## src/sv/irav_pkg.sv

```systemverilog
// shared widths, constants and types of the infrared range averaging block
package irav_pkg;

  // ring geometry
  localparam int RING_DEPTH   = 8;
  localparam int SENSOR_COUNT = 3;

  // field widths
  localparam int CHANNEL_W  = 2;
  localparam int SAMPLE_W   = 10;
  localparam int AVERAGE_W  = 10;
  localparam int DISTANCE_W = 12;
  localparam int MODEL_W    = 1;
  localparam int SUM_W      = 16;

  // fixed-point power law
  localparam int X_W        = 31;   // log mantissa, q30 in [1,2)
  localparam int FRAC_W     = 16;   // q16 fraction of log2 and of the exponent product
  localparam int MSB_W      = 4;    // integer part of log2 of a 10 bit value
  localparam int L_W        = MSB_W + FRAC_W;
  localparam int EXP_W      = 17;
  localparam int COEF_W     = 18;
  localparam int R_W        = 31;   // 2^-f in q30
  localparam int RAD_W      = 2 * R_W;
  localparam int REM_W      = R_W + 2;
  localparam int ROOT_STEPS = R_W;

  localparam int MIN_SHORT      = 30;
  localparam int MIN_MEDIUM     = 50;
  localparam int COEF_SHORT     = 18684;
  localparam int COEF_MEDIUM    = 213184;
  localparam int EXP_SHORT_Q16  = 62390;
  localparam int EXP_MEDIUM_Q16 = 73728;

  typedef logic [CHANNEL_W-1:0]  channel_t;
  typedef logic [SAMPLE_W-1:0]   sample_t;
  typedef logic [AVERAGE_W-1:0]  average_t;
  typedef logic [DISTANCE_W-1:0] distance_t;

  typedef enum logic [MODEL_W-1:0] {
    MODEL_SHORT  = 1'b0,
    MODEL_MEDIUM = 1'b1
  } model_t;

endpackage

```

## src/sv/irav_in_if.sv

```systemverilog
// sample channel: one sensor reading per word
interface irav_in_if;
  logic               valid;
  logic               ready;
  irav_pkg::channel_t channel;
  irav_pkg::sample_t  sample;

  modport source (output valid, output channel, output sample, input ready);
  modport sink   (input valid, input channel, input sample, output ready);
endinterface

```

## src/sv/irav_out_if.sv

```systemverilog
// result channel: averaged reading and distance per word
interface irav_out_if;
  logic                valid;
  logic                ready;
  irav_pkg::channel_t  channel_out;
  irav_pkg::average_t  average;
  irav_pkg::distance_t distance_mm;

  modport source (output valid, output channel_out, output average, output distance_mm,
                  input ready);
  modport sink   (input valid, input channel_out, input average, input distance_mm,
                  output ready);
endinterface

```

## src/sv/irav_cfg_if.sv

```systemverilog
// configuration write channel carrying the sensor model select
interface irav_cfg_if;
  logic             valid;
  logic             ready;
  irav_pkg::model_t sensor_model;

  modport source (output valid, output sensor_model, input ready);
  modport sink   (input valid, input sensor_model, output ready);
endinterface

```

## src/sv/irav_ram.sv

```systemverilog
// generic single write port ram with registered read
module irav_ram #(
  parameter int WIDTH = 8,
  parameter int DEPTH = 16
) (
  input  logic                     clk,
  input  logic                     we,
  input  logic [$clog2(DEPTH)-1:0] waddr,
  input  logic [WIDTH-1:0]         wdata,
  input  logic [$clog2(DEPTH)-1:0] raddr,
  output logic [WIDTH-1:0]         rdata
);

  logic [WIDTH-1:0] mem_r [DEPTH];
  logic [WIDTH-1:0] rdata_r;

  always_ff @(posedge clk) begin
    if (we) begin
      mem_r[waddr] <= wdata;
    end
    rdata_r <= mem_r[raddr];
  end

  assign rdata = rdata_r;

endmodule

```

## src/sv/ir_range_average_linearize.sv

```systemverilog
// infrared range averaging and power-law linearization, top level
//
//   port     role    word
//   in_if    sink    channel, sample
//   out_if   source  channel_out, average, distance_mm
//   cfg_if   sink    sensor_model (always ready)
//
// a word reaches out_if.valid after the ring update (S_READ, S_UPD), the bit-serial divide,
// the log2 squarings and the 16 bit-serial square roots of 31 steps each, then the
// product and shift
// in_if.ready is high between words; a word for a channel past the last sensor is dropped
// a finished word waits in the output register while the next word is taken
// rst_n is synchronous and clears ring positions, fill counts, sums and the model
module ir_range_average_linearize (
  input  logic       clk,
  input  logic       rst_n,
  irav_in_if.sink    in_if,
  irav_out_if.source out_if,
  irav_cfg_if.sink   cfg_if
);
  import irav_pkg::*;

  localparam int CH_IW     = (SENSOR_COUNT > 1) ? $clog2(SENSOR_COUNT) : 1;
  localparam int POS_W     = $clog2(RING_DEPTH);
  localparam int FILL_W    = $clog2(RING_DEPTH + 1);
  localparam int MEM_DEPTH = SENSOR_COUNT * RING_DEPTH;
  localparam int ADDR_W    = $clog2(MEM_DEPTH);
  localparam int DVD_W     = SUM_W + 2;
  localparam int DVS_W     = FILL_W + 1;
  localparam int CNT_W     = $clog2(ROOT_STEPS);
  localparam int RIT_W     = $clog2(FRAC_W);
  localparam int SQ_W      = 2 * X_W;
  localparam int Y_W       = EXP_W + L_W;
  localparam int N_W       = Y_W - 2 * FRAC_W;
  localparam int DP_W      = COEF_W + R_W;

  typedef enum logic [3:0] {
    S_IDLE,
    S_READ,
    S_UPD,
    S_DIV,
    S_LOGSET,
    S_LOG,
    S_EXP,
    S_RPREP,
    S_ROOT,
    S_MUL,
    S_OUT
  } state_t;

  state_t state_r;
  model_t model_r;

  // per-channel ring bookkeeping
  logic [POS_W-1:0]  wp_r   [SENSOR_COUNT];
  logic [FILL_W-1:0] fill_r [SENSOR_COUNT];
  logic [SUM_W-1:0]  sum_r  [SENSOR_COUNT];

  channel_t ch_r;
  sample_t  sample_r;

  logic [CNT_W-1:0]  cnt_r;
  logic [DVD_W-1:0]  dvd_r;
  logic [DVS_W-1:0]  dvs_r;
  logic [DVS_W-1:0]  div_rem_r;
  logic [MSB_W-1:0]  msb_r;
  logic [X_W-1:0]    x_r;
  logic [FRAC_W-1:0] frac_r;
  logic [N_W-1:0]    n_r;
  logic [FRAC_W-1:0] f_r;
  logic [RIT_W-1:0]  rit_r;
  logic [R_W-1:0]    r_r;
  logic [RAD_W-1:0]  rad_r;
  logic [REM_W-1:0]  rem_r;
  logic [R_W-1:0]    root_r;
  logic [DP_W-1:0]   dprod_r;

  logic      out_valid_r;
  channel_t  out_channel_r;
  average_t  out_average_r;
  distance_t out_distance_r;

  logic              ch_ok;
  logic [CH_IW-1:0]  ch_idx;
  logic [POS_W-1:0]  wp_cur;
  logic [FILL_W-1:0] fill_cur;
  logic [SUM_W-1:0]  sum_cur;
  logic              ring_full;
  logic [POS_W-1:0]  wp_new;
  logic [FILL_W-1:0] fill_new;
  logic [SUM_W-1:0]  sum_new;
  logic [ADDR_W-1:0] mem_addr;
  logic              mem_we;
  sample_t           old_sample;

  logic [DVS_W:0]    div_rem_t;
  logic              div_ge;
  average_t          avg;
  average_t          avg_min;
  average_t          a_clamp;
  logic [MSB_W-1:0]  lead_pos;
  logic [SQ_W-1:0]   sq_full;
  logic [X_W:0]      sq_top;
  logic [EXP_W-1:0]  exp_q16;
  logic [Y_W-1:0]    y_full;
  logic [R_W-1:0]    r_half;
  logic [REM_W+1:0]  rt_rem_t;
  logic [REM_W+1:0]  rt_trial;
  logic              rt_ge;
  logic [COEF_W-1:0] coef;
  logic [DP_W-1:0]   dshift;
  distance_t         dist_sat;
  logic              out_load;

  // ring slot of the current word
  assign ch_ok     = int'(in_if.channel) < SENSOR_COUNT;
  assign ch_idx    = CH_IW'(ch_r);
  assign wp_cur    = wp_r[ch_idx];
  assign fill_cur  = fill_r[ch_idx];
  assign sum_cur   = sum_r[ch_idx];
  assign ring_full = (fill_cur == FILL_W'(RING_DEPTH));
  assign wp_new    = (wp_cur == POS_W'(RING_DEPTH - 1)) ? '0 : wp_cur + 1'b1;
  assign fill_new  = ring_full ? fill_cur : fill_cur + 1'b1;
  assign sum_new   = (ring_full ? sum_cur - SUM_W'(old_sample) : sum_cur) + SUM_W'(sample_r);
  assign mem_addr  = ADDR_W'(int'(ch_idx) * RING_DEPTH) + ADDR_W'(wp_cur);
  assign mem_we    = (state_r == S_UPD);

  irav_ram #(
    .WIDTH (SAMPLE_W),
    .DEPTH (MEM_DEPTH)
  ) u_ram (
    .clk   (clk),
    .we    (mem_we),
    .waddr (mem_addr),
    .wdata (sample_r),
    .raddr (mem_addr),
    .rdata (old_sample)
  );

  // restoring divide, one quotient bit a cycle
  assign div_rem_t = {div_rem_r, dvd_r[DVD_W-1]};
  assign div_ge    = (div_rem_t >= {1'b0, dvs_r});

  // clamp and leading one of the mean
  assign avg     = dvd_r[AVERAGE_W-1:0];
  assign avg_min = (model_r == MODEL_MEDIUM) ? AVERAGE_W'(MIN_MEDIUM) : AVERAGE_W'(MIN_SHORT);
  assign a_clamp = (avg < avg_min) ? avg_min : avg;

  always_comb begin
    lead_pos = '0;
    for (int i = 0; i < AVERAGE_W; i++) begin
      if (a_clamp[i]) begin
        lead_pos = MSB_W'(i);
      end
    end
  end

  // log2 fraction: square the mantissa, renormalize when it reaches two
  assign sq_full = x_r * x_r;
  assign sq_top  = sq_full[SQ_W-1:X_W-1];

  assign exp_q16 = (model_r == MODEL_MEDIUM) ? EXP_W'(EXP_MEDIUM_Q16) : EXP_W'(EXP_SHORT_Q16);
  assign y_full  = exp_q16 * {msb_r, frac_r};

  // 2^-f: per fraction bit an optional halving, then a square root of r in q30
  assign r_half   = f_r[0] ? (r_r >> 1) : r_r;
  assign rt_rem_t = {rem_r, rad_r[RAD_W-1:RAD_W-2]};
  assign rt_trial = (REM_W + 2)'({root_r, 2'b01});
  assign rt_ge    = (rt_rem_t >= rt_trial);

  assign coef     = (model_r == MODEL_MEDIUM) ? COEF_W'(COEF_MEDIUM) : COEF_W'(COEF_SHORT);
  assign dshift   = dprod_r >> (int'(n_r) + (R_W - 1));
  assign dist_sat = (|dshift[DP_W-1:DISTANCE_W]) ? '1 : dshift[DISTANCE_W-1:0];

  // finished word moves into the output register once it is free
  assign out_load = (state_r == S_OUT) && (!out_valid_r || out_if.ready);

  assign in_if.ready        = (state_r == S_IDLE);
  assign cfg_if.ready       = 1'b1;
  assign out_if.valid       = out_valid_r;
  assign out_if.channel_out = out_channel_r;
  assign out_if.average     = out_average_r;
  assign out_if.distance_mm = out_distance_r;

  always_ff @(posedge clk) begin
    if (!rst_n) begin
      state_r     <= S_IDLE;
      model_r     <= MODEL_SHORT;
      out_valid_r <= 1'b0;
      for (int i = 0; i < SENSOR_COUNT; i++) begin
        wp_r[i]   <= '0;
        fill_r[i] <= '0;
        sum_r[i]  <= '0;
      end
    end else begin
      if (cfg_if.valid) begin
        model_r <= cfg_if.sensor_model;
      end
      if (out_load) begin
        out_valid_r <= 1'b1;
      end else if (out_if.ready) begin
        out_valid_r <= 1'b0;
      end

      unique case (state_r)
        S_IDLE: begin
          if (in_if.valid && ch_ok) begin
            ch_r     <= in_if.channel;
            sample_r <= in_if.sample;
            state_r  <= S_READ;
          end
        end
        S_READ: begin
          // old slot value arrives from the ram next cycle
          state_r <= S_UPD;
        end
        S_UPD: begin
          wp_r[ch_idx]   <= wp_new;
          fill_r[ch_idx] <= fill_new;
          sum_r[ch_idx]  <= sum_new;
          // round half up: (2*sum + n) / (2*n)
          dvd_r          <= DVD_W'({sum_new, 1'b0}) + DVD_W'(fill_new);
          dvs_r          <= {fill_new, 1'b0};
          div_rem_r      <= '0;
          cnt_r          <= '0;
          state_r        <= S_DIV;
        end
        S_DIV: begin
          dvd_r     <= {dvd_r[DVD_W-2:0], div_ge};
          div_rem_r <= DVS_W'(div_ge ? div_rem_t - {1'b0, dvs_r} : div_rem_t);
          if (cnt_r == CNT_W'(DVD_W - 1)) begin
            state_r <= S_LOGSET;
          end else begin
            cnt_r <= cnt_r + 1'b1;
          end
        end
        S_LOGSET: begin
          msb_r   <= lead_pos;
          x_r     <= X_W'(a_clamp) << ((X_W - 1) - int'(lead_pos));
          frac_r  <= '0;
          cnt_r   <= '0;
          state_r <= S_LOG;
        end
        S_LOG: begin
          x_r    <= sq_top[X_W] ? sq_top[X_W:1] : sq_top[X_W-1:0];
          frac_r <= {frac_r[FRAC_W-2:0], sq_top[X_W]};
          if (cnt_r == CNT_W'(FRAC_W - 1)) begin
            state_r <= S_EXP;
          end else begin
            cnt_r <= cnt_r + 1'b1;
          end
        end
        S_EXP: begin
          n_r     <= y_full[Y_W-1:2*FRAC_W];
          f_r     <= y_full[2*FRAC_W-1:FRAC_W];
          r_r     <= {1'b1, (R_W - 1)'(0)};
          rit_r   <= '0;
          state_r <= S_RPREP;
        end
        S_RPREP: begin
          rad_r   <= {1'b0, r_half, (RAD_W - R_W - 1)'(0)};
          rem_r   <= '0;
          root_r  <= '0;
          cnt_r   <= '0;
          state_r <= S_ROOT;
        end
        S_ROOT: begin
          rad_r  <= rad_r << 2;
          rem_r  <= REM_W'(rt_ge ? rt_rem_t - rt_trial : rt_rem_t);
          root_r <= {root_r[R_W-2:0], rt_ge};
          if (cnt_r == CNT_W'(ROOT_STEPS - 1)) begin
            r_r <= {root_r[R_W-2:0], rt_ge};
            f_r <= f_r >> 1;
            if (rit_r == RIT_W'(FRAC_W - 1)) begin
              state_r <= S_MUL;
            end else begin
              rit_r   <= rit_r + 1'b1;
              state_r <= S_RPREP;
            end
          end else begin
            cnt_r <= cnt_r + 1'b1;
          end
        end
        S_MUL: begin
          dprod_r <= coef * r_r;
          state_r <= S_OUT;
        end
        S_OUT: begin
          if (out_load) begin
            out_channel_r  <= ch_r;
            out_average_r  <= avg;
            out_distance_r <= dist_sat;
            state_r        <= S_IDLE;
          end
        end
        default: begin
          state_r <= S_IDLE;
        end
      endcase
    end
  end

endmodule
```

## src/flat_wrapper.sv

```systemverilog
// flat-port wrapper written by rule: the top's interface ports become plain ports
module ir_range_average_linearize_flat import irav_pkg::*;
  (clk, rst_n, in_if_valid, in_if_channel, in_if_sample, in_if_ready, out_if_valid, out_if_channel_out, out_if_average, out_if_distance_mm, out_if_ready, cfg_if_valid, cfg_if_sensor_model, cfg_if_ready);
  irav_in_if in_if_i ();
  irav_out_if out_if_i ();
  irav_cfg_if cfg_if_i ();
  input  logic clk;
  input  logic rst_n;
  input wire logic [$bits(in_if_i.valid)-1:0] in_if_valid;
  input wire logic [$bits(in_if_i.channel)-1:0] in_if_channel;
  input wire logic [$bits(in_if_i.sample)-1:0] in_if_sample;
  output wire logic [$bits(in_if_i.ready)-1:0] in_if_ready;
  output wire logic [$bits(out_if_i.valid)-1:0] out_if_valid;
  output wire logic [$bits(out_if_i.channel_out)-1:0] out_if_channel_out;
  output wire logic [$bits(out_if_i.average)-1:0] out_if_average;
  output wire logic [$bits(out_if_i.distance_mm)-1:0] out_if_distance_mm;
  input wire logic [$bits(out_if_i.ready)-1:0] out_if_ready;
  input wire logic [$bits(cfg_if_i.valid)-1:0] cfg_if_valid;
  input wire logic [$bits(cfg_if_i.sensor_model)-1:0] cfg_if_sensor_model;
  output wire logic [$bits(cfg_if_i.ready)-1:0] cfg_if_ready;
  assign in_if_i.valid = in_if_valid;
  assign in_if_i.channel = in_if_channel;
  assign in_if_i.sample = in_if_sample;
  assign in_if_ready = in_if_i.ready;
  assign out_if_valid = out_if_i.valid;
  assign out_if_channel_out = out_if_i.channel_out;
  assign out_if_average = out_if_i.average;
  assign out_if_distance_mm = out_if_i.distance_mm;
  assign out_if_i.ready = out_if_ready;
  assign cfg_if_i.valid = cfg_if_valid;
  assign cfg_if_i.sensor_model = cfg_if_sensor_model;
  assign cfg_if_ready = cfg_if_i.ready;
  ir_range_average_linearize u_core (.clk(clk), .rst_n(rst_n), .in_if(in_if_i), .out_if(out_if_i), .cfg_if(cfg_if_i));
endmodule
```

## config.mk

```make
export PLATFORM = sky130hd
export DESIGN_NAME = ir_range_average_linearize_flat
export DESIGN_NICKNAME = d
export VERILOG_FILES = /design/src/sv/irav_pkg.sv /design/src/sv/irav_in_if.sv /design/src/sv/irav_out_if.sv /design/src/sv/irav_cfg_if.sv /design/src/sv/irav_ram.sv /design/src/sv/ir_range_average_linearize.sv /design/src/flat_wrapper.sv
export SDC_FILE = /design/constraint.sdc
export NUM_CORES = 2
export LEC_CHECK = 0
export BUFFER_PORTS_ARGS = -buffer_cell sky130_fd_sc_hd__clkbuf_2
export CORE_ASPECT_RATIO = 0.7
export CORE_MARGIN = 10
export CORE_UTILIZATION = 40
export CTS_CLUSTER_DIAMETER = 60
export DETAILED_ROUTE_END_ITERATION = 12
export PLACE_DENSITY = 0.65
export REMOVE_ABC_BUFFERS = 1
export SYNTH_ARGS = -nofsm -noshare
export SYNTH_HDL_FRONTEND = slang
export SYNTH_SLANG_ARGS = --single-unit
```

## constraint.sdc

```tcl
create_clock -name clk -period 11.76 [get_ports clk]
set_input_delay 0.588 -clock clk [delete_from_list [all_inputs] [get_ports clk]]
set_output_delay 0.588 -clock clk [all_outputs]
set_load 0.01 [all_outputs]
```

# ---- After elaboration in Yosys (flattened, before gate mapping)
# Memory sizes are Yosys's and may differ from the RTL's. A register that Yosys moved wholly into a read port is not among the register bits.
# Index checks and enable logic that the tools add are counted.
dict set report op_classes {
  add_sub_neg 12
  n_mul 3
  magnitude_cmp 4
  eq_ne 25
  shift 2
  n_mux 64
  reduce_logical 29
}
# operator n
set op_table {}
lappend op_table {{31-bit case mux with 2 select lines} 3}
lappend op_table {{62-bit case mux with 2 select lines} 1}
lappend op_table {{31-bit two-way mux} 3}
lappend op_table {{4-bit two-way mux} 18}
lappend op_table {{33-bit case mux with 2 select lines} 1}
lappend op_table {{16-bit case mux with 2 select lines} 2}
lappend op_table {{31-bit by 31-bit multiplier with 62-bit output} 1}
lappend op_table {{18-bit by 31-bit multiplier with 49-bit output} 1}
lappend op_table {{49-bit by 32-bit right shift with 49-bit output} 1}
lappend op_table {{16-bit two-way mux} 3}
lappend op_table {{4-bit case mux with 11 select lines} 1}
lappend op_table {{17-bit by 20-bit multiplier with 37-bit output} 1}
lappend op_table {{37-bit OR reduction} 1}
lappend op_table {{18-bit case mux with 2 select lines} 1}
lappend op_table {{35-bit by 33-bit >= comparator with 1-bit output} 1}
lappend op_table {{33-bit two-way mux} 1}
lappend op_table {{33-bit subtractor} 1}
lappend op_table {{10-bit by 32-bit << shifter with 31-bit output} 1}
lappend op_table {{4-bit equality test, second input constant} 5}
lappend op_table {{5-bit two-way mux} 4}
lappend op_table {{5-bit case mux with 4 select lines} 1}
lappend op_table {{17-bit by 4-bit adder with 18-bit output} 1}
lappend op_table {{18-bit two-way mux} 1}
lappend op_table {{17-bit two-way mux} 1}
lappend op_table {{other kinds (40)} 84}
dict set report word_totals {
  ff_bits 356
  ram_bits 309
  in_bits 18
  out_inout_bits 27
  word_cells 166
  n_memories 4
}
# name words width rd rd_ports_with_merged_regs write_ports line_no
set memory_table {}
lappend memory_table {u_core.u_ram.mem_r 24 10 1 1 1 irav_ram.sv:14} ;# logic [WIDTH-1:0] mem_r [DEPTH];
lappend memory_table {u_core.sum_r 3 16 1 1 3 ir_range_average_linearize.sv:57} ;# logic [SUM_W-1:0] sum_r [SENSOR_COUNT];
lappend memory_table {u_core.fill_r 3 4 1 1 3 ir_range_average_linearize.sv:56} ;# logic [FILL_W-1:0] fill_r [SENSOR_COUNT];
lappend memory_table {u_core.wp_r 3 3 1 1 3 ir_range_average_linearize.sv:55} ;# logic [POS_W-1:0] wp_r [SENSOR_COUNT];

# ---- Longest topological paths before layout
dict set report depth {
  word_depth 15
  mapped_depth 33
  mapped_depth_nobuf 29
}

# ---- By module
# From an unflattened synthesis, not the netlist that was laid out.
dict set report unflattened {
  hier_cells 6962
  hier_area_um2 73889.6
}
# mod n_inst cells_each area_per_inst_um2 seq_area_each_um2
set modules_own_cells {}
lappend modules_own_cells {ir_range_average_linearize 1 6481 64224.1 11631.2}
lappend modules_own_cells {irav_ram 1 481 9665.5 7407.1}

# ---- Least setup slack after synthesis
# Ideal clock, no wire load.
dict set report synth_path {
  kind {register -> register}
  startpoint {reg u_core.x_r[4]}
  endpoint {reg u_core.x_r[11] (data pin)}
  setup_time_ps 266
  arrival_time_ps 7945
  required_ps 11494
  path_slack_ps 3549
  stages_incl_launch_ff 29
  path_buffers 4
  cell_sequence {edfxtp_1 clkbuf_1 clkbuf_1 nand2_1 inv_1 fa_1 fa_1 fa_1 inv_1 fa_1 inv_1 fa_1 fa_1 fa_1 fa_1 ha_1 a2111oi_0 a211oi_1 a21oi_1 o211ai_1 a21oi_1 a211oi_1 a31oi_1 a21oi_1 xnor2_1 clkbuf_1 buf_1 mux2i_1 nor2_1}
}
dict set report synth_between {
  elab_chain_len 3
}
# item line_no
set synth_rtl {}
lappend synth_rtl {{start, declared} ir_range_average_linearize.sv:67} ;# logic [X_W-1:0] x_r;
lappend synth_rtl {{start signal, assigned} ir_range_average_linearize.sv:239} ;# x_r <= X_W'(a_clamp) << ((X_W - 1) - int'(lead_pos));
lappend synth_rtl {{start signal, assigned} ir_range_average_linearize.sv:245} ;# x_r <= sq_top[X_W] ? sq_top[X_W:1] : sq_top[X_W-1:0];
lappend synth_rtl {{31-bit by 31-bit multiplier with 62-bit output} ir_range_average_linearize.sv:159} ;# assign sq_full = x_r * x_r;
lappend synth_rtl {{31-bit two-way mux} ir_range_average_linearize.sv:245}
lappend synth_rtl {{31-bit case mux with 2 select lines} ir_range_average_linearize.sv:205} ;# unique case (state_r)
# Every way passes these cells.
# A chain may end at the register's enable or synchronous reset.

# ---- Final worst setup path
dict set report layout_path {
  startpoint {reg u_core.x_r[5]}
  endpoint {reg u_core.x_r[21] (data pin)}
}
# The elaborated chain is that of the path after synthesis.

==> reports/metrics.csv <==
metric,value,unit
status,completed,
dieArea,201000,µm²
reg2regPathDepth,27,
wl_per_cell,18.6,µm
slew_headroom,0.141,
grt_max_degree,86,
synthAdderAreaFrac,0.436,
whs_path_depth,1,
drive_gt1_frac,0.0545,
ctsResizeCount,0,
grt_usage,0.176,
final.min_clock_period,9.57,ns
grt.overflow.total,0,
vias,46400,
fin_nets,8679,
cts_buffer_depth,3,
min_period_over_period,0.814,
numCtsBuffers,71,
grt_pass1_vias,49400,
setup_viol,0,
ys_types,82,
gp_congestion,0.928,
numClockSinks,640,
hold_class,in2reg,
stdcell_area,78700,µm²
ant_nets,0,
cts_max_level,3,
synthesis.area,73200,µm²
cts_tree,built,
cap_violations,0,
grt_pass1_wl,281,mm
place_area,76300,µm²
clk_pin_slew,0.06,ns
synth.largest_area_cell,fa_1,
dieHeight,378,µm
crit_fanout,40,
crit_type,reg2reg,
ys_ff_latch,640,
port_buffers,43,
cts_root_buffer,clkbuf_16,
worstSkewPairLatency,0.69,ns
synth_compound_area_frac,0.0546,
ys_async_sr_fraction,0,
fin_worst_skew,0.0520,ns
antenna_found_initial,4,
initial_core_util,0.402,
cp.required,12.24,ns
holdWs,0.0707,ns
endpoint_kind,flop,
synth_xor_area_frac,0.0212,
rsz0062_at_grt,false,
synth_top_area_share,0.305,
avgSynthCellArea,10.8,µm²
timing_worst_slew_pin_value,1.28,ns
synthCells,6803,
fmax,0.104,GHz
fp-row-count,131,
synth_top_family_by_area,adder cells,
tns,0,ns
synth.area.top_cells,"fa_1, edfxtp_1, ha_1, inv_1, mux4_2",
timing_hold_violations_final,0,
area_delta_synth_final,7.45,%
startpoint_type,flop,
synth-edff-count,622,
critPathArrivalTime,10.05,ns
drv_slew,0,
synth_mux_area_frac,0.0430,
postCtsSetupBuffers,0,
drt-total-wl,173,mm
cts_hold_buf,0,
die_w,531,µm
dr.pass1.iters,5,
synth_ff_type,edfxtp_1,
yosys.area_share.simple,0.0890,
route.detailed.drc,0,
first_iter_violations,3293,
coreArea,182000,µm²
pin_count,45,
synth_warnings,0,
seq_area_frac_synth,0.260,
hpwl,136,mm
viasPerCell,4.99,
## synthesized netlist by cell type (47+ instances only)
master / number
inv_1: 1673
fa_1: 1117
ha_1: 761
edfxtp_1: 622
nand2_1: 462
nor2_1: 393
and2_1: 230
a21oi_1: 197
clkbuf_1: 181
o21ai_0: 160
xnor2_1: 102
mux4_2: 89
mux2i_1: 88
xor2_1: 73
a21o_1: 70
nor2b_1: 63
nand3_1: 47
## state kept, by name, indices dropped and copies added (netlist names), 12 cells and up, named ones only
name	flops
u_core.dprod_r	19
u_core.wp_r	12
u_core.x_r	31
u_core.out_if.distance_mm	12
u_core.fill_r	16
u_core.f_r	16
u_core.dvd_r	18
u_core.root_r	31
u_core.rad_r	32
u_core.sum_r	64
u_core.u_ram.mem_r	240
u_core.frac_r	16
u_core.rem_r	33
u_core.r_r	31
## kinds of logic (layout without fill, tap and decap cells)
group                      Yosys count  after routing
buffers and inverters             1880           1917
adders and majority gates         1878           1878
and+or+nand+nor                   1386           1386
AOI/OAI and AO/OA                  642            642
DFF                                640            640
muxes                              200            200
xor gates and xnor gates           176            176
other                                1              2
## per-layer routing
| metal | GRT usage | part of all wire |
|---|---|---|
| met2 | 0.252 | 0.41 |
| met3 | 0.0479 | 0.086 |
| met5 | 0 | 0 |
| met4 | 0.0259 | 0.014 |
| met1 | 0.270 | 0.49 |
## per-stage QoR
stage / cells / util / worst slack [ns]
3_3_place_gp: 9170 / 0.419 / 2.43
6_report: 9301 / 0.432 / 2.19
5_1_grt: 9300 / 0.432 / 1.80
4_1_cts: 9300 / 0.432 / 2.41
2_1_floorplan: 6601 / - / 1.86
3_5_place_dp: 9170 / 0.419 / 2.46
## worst max-delay path: stages (launching register included)
cell,delay (ns)
edfxtp_1,1.06
buf_4,0.39
inv_1,0.20
nor2_1,0.24
fa_1,0.54
fa_1,0.51
fa_1,0.55
inv_1,0.06
fa_1,0.47
inv_1,0.05
fa_1,0.47
fa_1,0.57
fa_1,0.43
fa_1,0.45
ha_1,0.38
a221oi_1,0.28
o21ai_0,0.13
nor3_1,0.19
o311ai_1,0.16
a21oi_1,0.41
buf_4,0.22
a211oi_1,0.11
a31oi_1,0.20
a21oi_1,0.12
xnor2_2,0.13
buf_4,0.47
mux2_2,0.40
o21ai_0,0.15
## final timing paths
| kind | from | end | slack (ns) |
|---|---|---|---|
| hold / removal | in_if_sample[3] | u_core.sample_r[3]$_DFFE_PP_ | 0.07 |
| setup / recovery | u_core.x_r[5]$_DFFE_PP_ | u_core.x_r[21]$_DFFE_PP_ | 2.19 |
| hold reg to reg | u_core.rad_r[43]$_DFFE_PP_ | u_core.rad_r[45]$_DFFE_PP_ | 0.51 |
| setup reg to reg | u_core.x_r[5]$_DFFE_PP_ | u_core.x_r[21]$_DFFE_PP_ | 2.19 |
## area by class of cell
class,instances,area [µm²]
timing repair buffer,109,711
multi-input combinational,4283,47200
inverter,1678,6300
clock inverter,45,524
fill,17100,103000
tap,2460,3080
sequential,640,19000
antenna,1,2.50
clock buffer,85,1850
## placed cells by master (no fill, tap or decap), types with 66 or more instances in the layout
master,netlist,routed
inv_1,1673,1673
fa_1,1117,1117
ha_1,761,761
edfxtp_1,622,622
nand2_1,462,462
nor2_1,393,388
and2_1,230,230
a21oi_1,197,197
o21ai_0,160,160
xnor2_1,102,101
mux4_2,89,88
mux2i_1,88,88
xor2_1,73,73
clkbuf_16,0,71
a21o_1,70,70
buf_4,1,66
Power is not shown: default switching activity piles up to over one toggle a cycle in this logic, so the estimate is an artifact.
